`config.mk`:
```
export PLATFORM = sky130hd
export DESIGN_NAME = nec_ir_frame_transmitter_top
export DESIGN_NICKNAME = d
export VERILOG_FILES = /design/src/sv/nirt_pkg.sv /design/src/sv/nec_ir_frame_transmitter_top.sv /design/src/sv/nirt_core.sv
export SDC_FILE = /design/constraint.sdc
export NUM_CORES = 1
export LEC_CHECK = 0
export BUFFER_PORTS_ARGS = -buffer_cell sky130_fd_sc_hd__buf_2
export CAP_MARGIN = 5
export CORE_MARGIN = 1.5
export CORE_UTILIZATION = 60
export CTS_BUF_LIST = sky130_fd_sc_hd__clkbuf_8
export CTS_CLUSTER_SIZE = 12
export DETAILED_ROUTE_END_ITERATION = 8
export GPL_ROUTABILITY_DRIVEN = 0
export PLACE_DENSITY = 0.86
export SKIP_CTS_REPAIR_TIMING = 1
export SYNTH_ARGS = -nofsm -noshare
export SYNTH_HDL_FRONTEND = slang
export SYNTH_HIERARCHICAL = 1
export SYNTH_SLANG_ARGS = --single-unit
export TNS_END_PERCENT = 100
```
`constraint.sdc`:
```
create_clock -name i_clk -period 3.99 [get_ports i_clk]
set_input_delay 0.5985 -clock i_clk [delete_from_list [all_inputs] [get_ports i_clk]]
set_output_delay 0.5985 -clock i_clk [all_outputs]
set_load 0.1 [all_outputs]
```
`src/sv/nirt_pkg.sv`:
```
// Package: types, constants and codes of the NEC IR frame transmitter.
package nirt_pkg;

    localparam int PAYLOAD_BITS  = 32;
    localparam int TICK_WIDTH    = 16;
    localparam int LAST_DATA_SEG = 2 + 2 * PAYLOAD_BITS;
    localparam int LAST_REP_SEG  = 2;
    localparam int SEG_IDX_W     = $clog2(LAST_DATA_SEG + 1);
    localparam int CFG_IDX_W     = 3;

    typedef logic [TICK_WIDTH-1:0]   t_tick;
    typedef logic [PAYLOAD_BITS-1:0] t_payload;
    typedef logic [SEG_IDX_W-1:0]    t_seg_idx;

    // NEC timings at a 600 kHz tick
    localparam t_tick LEAD_MARK_RST    = TICK_WIDTH'(5400);
    localparam t_tick HEADER_SPACE_RST = TICK_WIDTH'(2700);
    localparam t_tick REPEAT_SPACE_RST = TICK_WIDTH'(1350);
    localparam t_tick BIT_MARK_RST     = TICK_WIDTH'(337);
    localparam t_tick ONE_SPACE_RST    = TICK_WIDTH'(1012);
    localparam t_tick PERIOD_RST       = TICK_WIDTH'(64800);

    typedef enum logic [2:0] {
        MODE_TICK     = 3'd0,
        MODE_STANDARD = 3'd1,
        MODE_EXTENDED = 3'd2,
        MODE_RAW      = 3'd3,
        MODE_STOP     = 3'd4
    } t_mode;

    typedef enum logic [CFG_IDX_W-1:0] {
        CFG_LEAD_MARK    = 3'd0,
        CFG_HEADER_SPACE = 3'd1,
        CFG_REPEAT_SPACE = 3'd2,
        CFG_BIT_MARK     = 3'd3,
        CFG_ONE_SPACE    = 3'd4,
        CFG_PERIOD       = 3'd5
    } t_cfg_reg;

    typedef enum logic [1:0] {
        ST_NONE   = 2'd0,
        ST_ACCEPT = 2'd1,
        ST_REJECT = 2'd2
    } t_status;

    typedef enum logic [1:0] {
        KIND_IDLE   = 2'd0,
        KIND_DATA   = 2'd1,
        KIND_REPEAT = 2'd2
    } t_kind;

    typedef struct packed {
        logic [2:0]  mode;
        logic [15:0] address;
        logic [7:0]  command;
        logic [31:0] raw_word;
        logic [15:0] rep_count;
    } t_item;

    // led_mark in the lowest bit
    typedef struct packed {
        t_kind   frame_kind;
        t_status send_status;
        logic    busy_res;
        logic    led_mark;
    } t_result;

    localparam int RESULT_W = $bits(t_result);

endpackage

```
`src/sv/nec_ir_frame_transmitter_top.sv`:
```
// Top level of the NEC IR frame transmitter: stream ports and output buffering.
// Each accepted input word is one modulator tick, a send command or a stop, and yields exactly
// one output word: the LED envelope level, busy, the send status and the frame kind, all taken
// after that word's update. The block takes one word per clock while s_axis_tready is high; the
// result is registered in the output register, or in the skid register if that one is held. The
// two-entry buffer keeps s_axis_tready high while one result waits, so the rate is one word per
// cycle whenever the sink takes one per cycle, and input stalls only when both entries are full.
// A send is rejected (status 2) while a frame or its repeat codes are in progress; busy clears
// at the first repeat-period end with no repeats left. Configuration registers (index 0..5:
// lead mark, header space, repeat space, bit mark, one space, repeat period, all in ticks)
// are written with i_cfg_we and must only change while the block is idle; a zero length counts
// as one tick.
module nec_ir_frame_transmitter_top (
    input  logic                                 i_clk,
    input  logic                                 i_rst_n,
    input  logic                                 i_cfg_we,
    input  logic [nirt_pkg::CFG_IDX_W-1:0]       i_cfg_idx,
    input  logic [nirt_pkg::TICK_WIDTH-1:0]      i_cfg_data,
    input  logic                                 s_axis_tvalid,
    output logic                                 s_axis_tready,
    // tdata: address[15:0], command[23:16], raw_word[55:24], rep_count[71:56]
    input  logic [71:0]                          s_axis_tdata,
    // tuser: mode[2:0]
    input  logic [2:0]                           s_axis_tuser,
    output logic                                 m_axis_tvalid,
    input  logic                                 m_axis_tready,
    // tdata: led_mark[0], busy_res[1], send_status[3:2], frame_kind[5:4], zero[7:6]
    output logic [7:0]                           m_axis_tdata
);

    logic              in_acc;
    logic              out_take;
    nirt_pkg::t_item   item;
    nirt_pkg::t_result result;

    logic              r_out_valid;
    nirt_pkg::t_result r_out_data;
    logic              r_skid_valid;
    nirt_pkg::t_result r_skid_data;

    // accept while the skid entry is free
    assign s_axis_tready = !r_skid_valid;
    assign in_acc        = s_axis_tvalid && s_axis_tready;
    assign out_take      = r_out_valid && m_axis_tready;

    always_comb begin
        item.mode      = s_axis_tuser;
        item.address   = s_axis_tdata[15:0];
        item.command   = s_axis_tdata[23:16];
        item.raw_word  = s_axis_tdata[55:24];
        item.rep_count = s_axis_tdata[71:56];
    end

    nirt_core u_core (
        .i_clk      (i_clk),
        .i_rst_n    (i_rst_n),
        .i_cfg_we   (i_cfg_we),
        .i_cfg_idx  (i_cfg_idx),
        .i_cfg_data (i_cfg_data),
        .i_accept   (in_acc),
        .i_item     (item),
        .o_result   (result)
    );

    // control of the two result entries
    always_ff @(posedge i_clk) begin
        if (!i_rst_n) begin
            r_out_valid  <= 1'b0;
            r_skid_valid <= 1'b0;
        end else if (out_take || !r_out_valid) begin
            // output entry frees up: refill from skid first, else from the new word
            r_out_valid  <= r_skid_valid || in_acc;
            r_skid_valid <= 1'b0;
        end else if (in_acc) begin
            // output entry held: park the new word
            r_skid_valid <= 1'b1;
        end
    end

    // result payload, no reset
    always_ff @(posedge i_clk) begin
        if (out_take || !r_out_valid) begin
            r_out_data <= r_skid_valid ? r_skid_data : result;
        end else if (in_acc) begin
            r_skid_data <= result;
        end
    end

    assign m_axis_tvalid = r_out_valid;
    assign m_axis_tdata  = {(8 - nirt_pkg::RESULT_W)'(0), r_out_data};

endmodule

```
`src/sv/nirt_core.sv`:
```
// Core: configuration registers, envelope and repeat-period state update.
module nirt_core (
    input  logic                               i_clk,
    input  logic                               i_rst_n,
    input  logic                               i_cfg_we,
    input  logic [nirt_pkg::CFG_IDX_W-1:0]     i_cfg_idx,
    input  logic [nirt_pkg::TICK_WIDTH-1:0]    i_cfg_data,
    input  logic                               i_accept,
    input  nirt_pkg::t_item                    i_item,
    output nirt_pkg::t_result                  o_result
);

    nirt_pkg::t_tick    r_lead, r_header, r_rep_space, r_bit_mark, r_one_space, r_period;

    logic               r_busy, n_busy;
    logic [15:0]        r_repeats, n_repeats;
    nirt_pkg::t_payload r_pay, n_pay;
    nirt_pkg::t_seg_idx r_seg_idx, n_seg_idx;
    nirt_pkg::t_tick    r_seg_rem, n_seg_rem;
    nirt_pkg::t_tick    r_per_rem, n_per_rem;
    nirt_pkg::t_kind    r_kind, n_kind;
    nirt_pkg::t_status  status;

    nirt_pkg::t_seg_idx seg_next;
    nirt_pkg::t_tick    next_len;
    nirt_pkg::t_seg_idx last_seg;
    logic [31:0]        send_word;
    logic [15:0]        cmd_part;

    function automatic nirt_pkg::t_tick at_least_one(input nirt_pkg::t_tick v);
        return (v == '0) ? nirt_pkg::t_tick'(1) : v;
    endfunction

    // configuration writes
    always_ff @(posedge i_clk) begin
        if (!i_rst_n) begin
            r_lead      <= nirt_pkg::LEAD_MARK_RST;
            r_header    <= nirt_pkg::HEADER_SPACE_RST;
            r_rep_space <= nirt_pkg::REPEAT_SPACE_RST;
            r_bit_mark  <= nirt_pkg::BIT_MARK_RST;
            r_one_space <= nirt_pkg::ONE_SPACE_RST;
            r_period    <= nirt_pkg::PERIOD_RST;
        end else if (i_cfg_we) begin
            unique case (nirt_pkg::t_cfg_reg'(i_cfg_idx))
                nirt_pkg::CFG_LEAD_MARK:    r_lead      <= i_cfg_data;
                nirt_pkg::CFG_HEADER_SPACE: r_header    <= i_cfg_data;
                nirt_pkg::CFG_REPEAT_SPACE: r_rep_space <= i_cfg_data;
                nirt_pkg::CFG_BIT_MARK:     r_bit_mark  <= i_cfg_data;
                nirt_pkg::CFG_ONE_SPACE:    r_one_space <= i_cfg_data;
                nirt_pkg::CFG_PERIOD:       r_period    <= i_cfg_data;
                default: ;
            endcase
        end
    end

    // length of the segment that follows the current one
    always_comb begin
        seg_next = r_seg_idx + nirt_pkg::t_seg_idx'(1);
        last_seg = (r_kind == nirt_pkg::KIND_DATA)
                 ? nirt_pkg::t_seg_idx'(nirt_pkg::LAST_DATA_SEG)
                 : nirt_pkg::t_seg_idx'(nirt_pkg::LAST_REP_SEG);
        if (r_kind == nirt_pkg::KIND_REPEAT) begin
            next_len = (seg_next == nirt_pkg::t_seg_idx'(1)) ? r_rep_space : r_bit_mark;
        end else if (seg_next == nirt_pkg::t_seg_idx'(1)) begin
            next_len = r_header;
        end else if (seg_next[0] && seg_next < nirt_pkg::t_seg_idx'(nirt_pkg::LAST_DATA_SEG)) begin
            next_len = r_pay[0] ? r_one_space : r_bit_mark;
        end else begin
            next_len = r_bit_mark;
        end
        next_len = at_least_one(next_len);
    end

    // payload word of a send
    always_comb begin
        cmd_part = {~i_item.command, i_item.command};
        unique case (nirt_pkg::t_mode'(i_item.mode))
            nirt_pkg::MODE_STANDARD:
                send_word = {cmd_part, ~i_item.address[7:0], i_item.address[7:0]};
            nirt_pkg::MODE_EXTENDED:
                send_word = {cmd_part, i_item.address};
            default:
                send_word = i_item.raw_word;
        endcase
    end

    always_comb begin
        n_busy    = r_busy;
        n_repeats = r_repeats;
        n_pay     = r_pay;
        n_seg_idx = r_seg_idx;
        n_seg_rem = r_seg_rem;
        n_per_rem = r_per_rem;
        n_kind    = r_kind;
        status    = nirt_pkg::ST_NONE;

        unique case (nirt_pkg::t_mode'(i_item.mode)) inside
            nirt_pkg::MODE_TICK: begin
                // advance the envelope
                if (r_kind != nirt_pkg::KIND_IDLE) begin
                    if (r_seg_rem > nirt_pkg::t_tick'(1)) begin
                        n_seg_rem = r_seg_rem - nirt_pkg::t_tick'(1);
                    end else if (r_seg_idx >= last_seg) begin
                        n_kind    = nirt_pkg::KIND_IDLE;
                        n_seg_idx = '0;
                        n_seg_rem = '0;
                    end else begin
                        // drop the sent bit when leaving its space
                        if (r_kind == nirt_pkg::KIND_DATA && r_seg_idx[0] &&
                            r_seg_idx >= nirt_pkg::t_seg_idx'(3)) begin
                            n_pay = r_pay >> 1;
                        end
                        n_seg_idx = seg_next;
                        n_seg_rem = next_len;
                    end
                end
                // advance the repeat period; its end overrides the envelope
                if (r_busy) begin
                    if (r_per_rem > nirt_pkg::t_tick'(1)) begin
                        n_per_rem = r_per_rem - nirt_pkg::t_tick'(1);
                    end else if (r_repeats != '0) begin
                        n_repeats = r_repeats - 16'd1;
                        n_per_rem = at_least_one(r_period);
                        n_kind    = nirt_pkg::KIND_REPEAT;
                        n_seg_idx = '0;
                        n_seg_rem = at_least_one(r_lead);
                    end else begin
                        n_busy    = 1'b0;
                        n_per_rem = '0;
                        n_kind    = nirt_pkg::KIND_IDLE;
                        n_seg_idx = '0;
                        n_seg_rem = '0;
                    end
                end
            end
            nirt_pkg::MODE_STANDARD, nirt_pkg::MODE_EXTENDED, nirt_pkg::MODE_RAW: begin
                if (r_busy) begin
                    status = nirt_pkg::ST_REJECT;
                end else begin
                    status    = nirt_pkg::ST_ACCEPT;
                    n_busy    = 1'b1;
                    n_repeats = i_item.rep_count;
                    n_pay     = nirt_pkg::PAYLOAD_BITS'(send_word);
                    n_per_rem = at_least_one(r_period);
                    n_kind    = nirt_pkg::KIND_DATA;
                    n_seg_idx = '0;
                    n_seg_rem = at_least_one(r_lead);
                end
            end
            nirt_pkg::MODE_STOP: begin
                n_repeats = '0;
            end
            default: ;
        endcase
    end

    always_ff @(posedge i_clk) begin
        if (!i_rst_n) begin
            r_busy    <= 1'b0;
            r_repeats <= '0;
            r_pay     <= '0;
            r_seg_idx <= '0;
            r_seg_rem <= '0;
            r_per_rem <= '0;
            r_kind    <= nirt_pkg::KIND_IDLE;
        end else if (i_accept) begin
            r_busy    <= n_busy;
            r_repeats <= n_repeats;
            r_pay     <= n_pay;
            r_seg_idx <= n_seg_idx;
            r_seg_rem <= n_seg_rem;
            r_per_rem <= n_per_rem;
            r_kind    <= n_kind;
        end
    end

    always_comb begin
        o_result.led_mark    = (n_kind != nirt_pkg::KIND_IDLE) && !n_seg_idx[0];
        o_result.busy_res    = n_busy;
        o_result.send_status = status;
        o_result.frame_kind  = n_kind;
    end

endmodule

```
==> impl_metrics.toml <==
[drt]
wirelength_mm = 29.54
top_layer_used = "met4"
via_per_inst = 6.393
route.met2.wl_mm = 13.35
avgRoutedWirePerCell_um = 17.63
wl_met1_mm = 12.35
detailroute.via_count = 10710
drt_pass1_iterations = 6
postRouteAntennaNets = 0
wl_met3_mm = 2.900
drc = 0
drtIter0Drc = 1555

[yosys]
syn_area_per_cell_um2 = 7.516
synth_ff_type = "dfxtp_1"
yosys_warnings = 6
synth_cells = 1395
async_reset_ff_share_pct = 0
synth_xor_area_share_pct = 1.253
netlist-cell-type-count = 77
ys_ff_latch = 200
synth-adder-area-share_pct = 1.193
synth_top_family_by_area = "simple AND/OR/NAND/NOR gates"
yosysSeqAreaShare_pct = 39.33
synth_mux_area_share_pct = 2.768
netlist_area_um2 = 10490
synth_compound_area_share_pct = 23.19
synth_edf_count = 12
yosys.area_share.simple_pct = 27.33

[clocking]
tritoncts = "yes"
h-tree-depth = 4
root_buffer = "clkbuf_8"
clk_pin_slew_ps = 100
clockBufferDepth = 2
clk_latency_ps = 480
cts_made_buffers = 17
cts.sinks = 200

[die]
die_h_um = 135.2
io_pins = 109
die_area_um2 = 18280
die_x_um = 135.2
num_rows = 48
start_util_pct = 61.04
fp.coreArea_um2 = 17180

[sta]
holdWs_ps = 393.7
worstMarginPinSlew_ps = 1116
fin_crit_ps = 3391
slew_violations = 0
finalHoldViolCount = 0
grt_setup_unrepaired = "no"
relSlewSlack_pct = 25.62
final.setup.tns_ps = 0
skew_ps = 16.44
finalCritPeriodShare_pct = 84.98
max_freq_mhz = 294.9
setup_viol = 0

[placed_design]
dpl_cell_area_um2 = 11030
detailedPlacementHpwl_mm = 19.71
placedCellCount = 1644
portBuffers = 106

[finish]
num_antenna_cells = 0
layout.nets = 1547
stdcell_count = 1676
design_area_um2 = 11430
final_layout_size_suffix_gt1_share_pct = 14.27
n_fill_cell = 1489
area_delta_synth_final_pct = 9.046

[worst_hold_path]
holdPathEnd = "u_core/r_repeats[0]"
min_path_cells = 3
holdCritStartpoint = "s_axis_tdata[56]"
hold_path_class = "input pin to flip-flop"

[grt]
antenna_found_initial = 0
grt_max_degree = 82
grt_pass1_wl_mm = 47.58
overflow = 0
grt_pass1_vias = 9576
track_usage_pct = 32.25

[critical_path]
worst-r2r-setup-slack_ps = 600
path_max_fanout = 17
rr_endpoint = "u_core/r_seg_rem[2]"
cp_data_arrival_time_ps = 3730
crit_required_ps = 4330
reg2regPathDepth = 10
crit_slowest_cell = "or2_1"
worstPathCellList = "ha_1 -> nand2_1 -> or3_1 -> nand3_1 -> buf_4 -> or2_1 -> a31oi_1 -> and2_1 -> o311ai_0 -> a21oi_1"
critical_path_class = "flip-flop to flip-flop"
reg2reg_from = "u_core/r_seg_idx[1]"
startpoint_type = "flip-flop"
slowest_delay_ps = 520
crit_path_end_kind = "flip-flop"

[power]
power_density_nw_per_um2 = 406.1
power.total_mw = 4.643
ir_worst_vdd_v = 0.0002611
leakage_nw = 4.411

[job]
drv_cap = 0

[status]
status = "finished clean"
-- logic make-up (layout without fill, tap and decap cells) --
family                     count (synthesis)  in the layout
buffers and inverters                    122            177
and+or+nand+nor                          637            637
AOI/OAI and AO/OA                        386            386
muxes                                     24             24
other                                      1              2
xor gates and xnor gates                  15             15
adders and majority gates                 10             10
DFF                                      200            200
-- power by group --
group          internal, mW  switching (mW)  total (mW)
Combinational         0.393           0.732        1.13
Sequential             2.11          0.0815        2.19
Clock                 0.598           0.730        1.33
-- registers in the layout, indices dropped and copies added (netlist names) --
name / count
u_core/r_busy: 1
r_skid_valid: 1
u_core/r_pay: 32
u_core/r_header: 16
m_axis_tvalid: 1
u_core/r_one_space: 16
u_core/r_seg_idx: 7
u_core/r_per_rem: 16
u_core/r_period: 16
u_core/r_repeats: 16
u_core/r_kind: 2
u_core/r_seg_rem: 16
m_axis_tdata: 6
u_core/r_bit_mark: 16
u_core/r_lead: 16
r_skid_data: 6
u_core/r_rep_space: 16
-- through the flow --
step	util (%)	setup slack, ps
after floorplan	-	1304
after global placement	64.21	813.0
after detailed placement	64.21	773.3
after CTS	66.56	743.6
after global routing	66.56	438.2
final	66.56	599.2
-- cell usage after synthesis (8+ instances only) --
cell | n | area (um2)
nand2_1 | 320 | 1201
dfxtp_1 | 188 | 3764
a21oi_1 | 143 | 715.7
nand3_1 | 88 | 440.4
clkbuf_1 | 87 | 326.6
nor2_1 | 82 | 307.8
o21ai_0 | 82 | 410.4
nor3_1 | 53 | 265.3
o211ai_1 | 37 | 277.8
a31oi_1 | 22 | 137.6
nor4_1 | 17 | 106.4
inv_1 | 16 | 60.06
mux2_2 | 16 | 180.2
a221oi_1 | 15 | 131.4
a22o_1 | 12 | 105.1
edfxtp_1 | 12 | 360.4
ha_1 | 10 | 125.1
a211oi_1 | 9 | 67.56
and2_1 | 9 | 56.30
and3_1 | 9 | 56.30
buf_2 | 9 | 45.04
nand2b_1 | 9 | 56.30
nor2b_1 | 9 | 56.30
or3_1 | 9 | 56.30
xnor2_1 | 9 | 78.83
a22oi_1 | 8 | 60.06
-- per-layer routing --
layer,vias to the layer above,track usage (%)
li1,5052,-
met1,4932,44.79
met2,637,49.63
met3,93,6.098
met4,0,12.72
met5,-,0
-- placed cells by master (no fill, tap or decap), drive strengths merged, types with 12 or more instances in the layout --
master and count:
nor2 84, dfxtp 188, nand3 88, a31oi 22
nor3 55, clkbuf 19, nand2 321, o21ai 84
a221oi 17, a22o 12, o211ai 37, mux2 22
inv 23, buf 128, nor4 17, a21oi 144
edfxtp 12
-- final cells by class --
type	instances	area [um2]	area share [%]
Multi-Input combinational cell	1074	5862	51.27
Sequential cell	200	4124	36.07
Tap cell	225	281.5	2.462
Timing Repair Buffer	128	695.7	6.084
Inverter	17	66.31	0.5800
Clock inverter	13	142.6	1.248
Clock buffer	19	261.5	2.287
-- critical path: cells and delay by family, from the launching register on --
family,cells,cell delay (ps)
AND/OR/NAND/NOR,5,1460
buffers and inverters,1,220
AO/OA/AOI/OAI,3,770
adder cells (fa/ha/maj),1,340
flip-flops,1,470
-- worst max path at each step --
stage / startpoint / end / slack, ps / depth (start not counted)
final: u_core/r_seg_idx[1] / u_core/r_seg_rem[2] / 600 / 10
after global routing: u_core/r_seg_idx[1] / u_core/r_seg_rem[2] / 440 / 10
after CTS: u_core/r_seg_idx[1] / u_core/r_seg_rem[2] / 740 / 10
after detailed placement: u_core/r_seg_idx[1] / u_core/r_seg_rem[2] / 770 / 10
after global placement: u_core/r_seg_idx[1] / u_core/r_seg_rem[2] / 810 / 10
after floorplan: u_core/r_seg_idx[2] / m_axis_tdata[0] / 1300 / 10
Note: power is estimated with default switching activity, not from simulation.
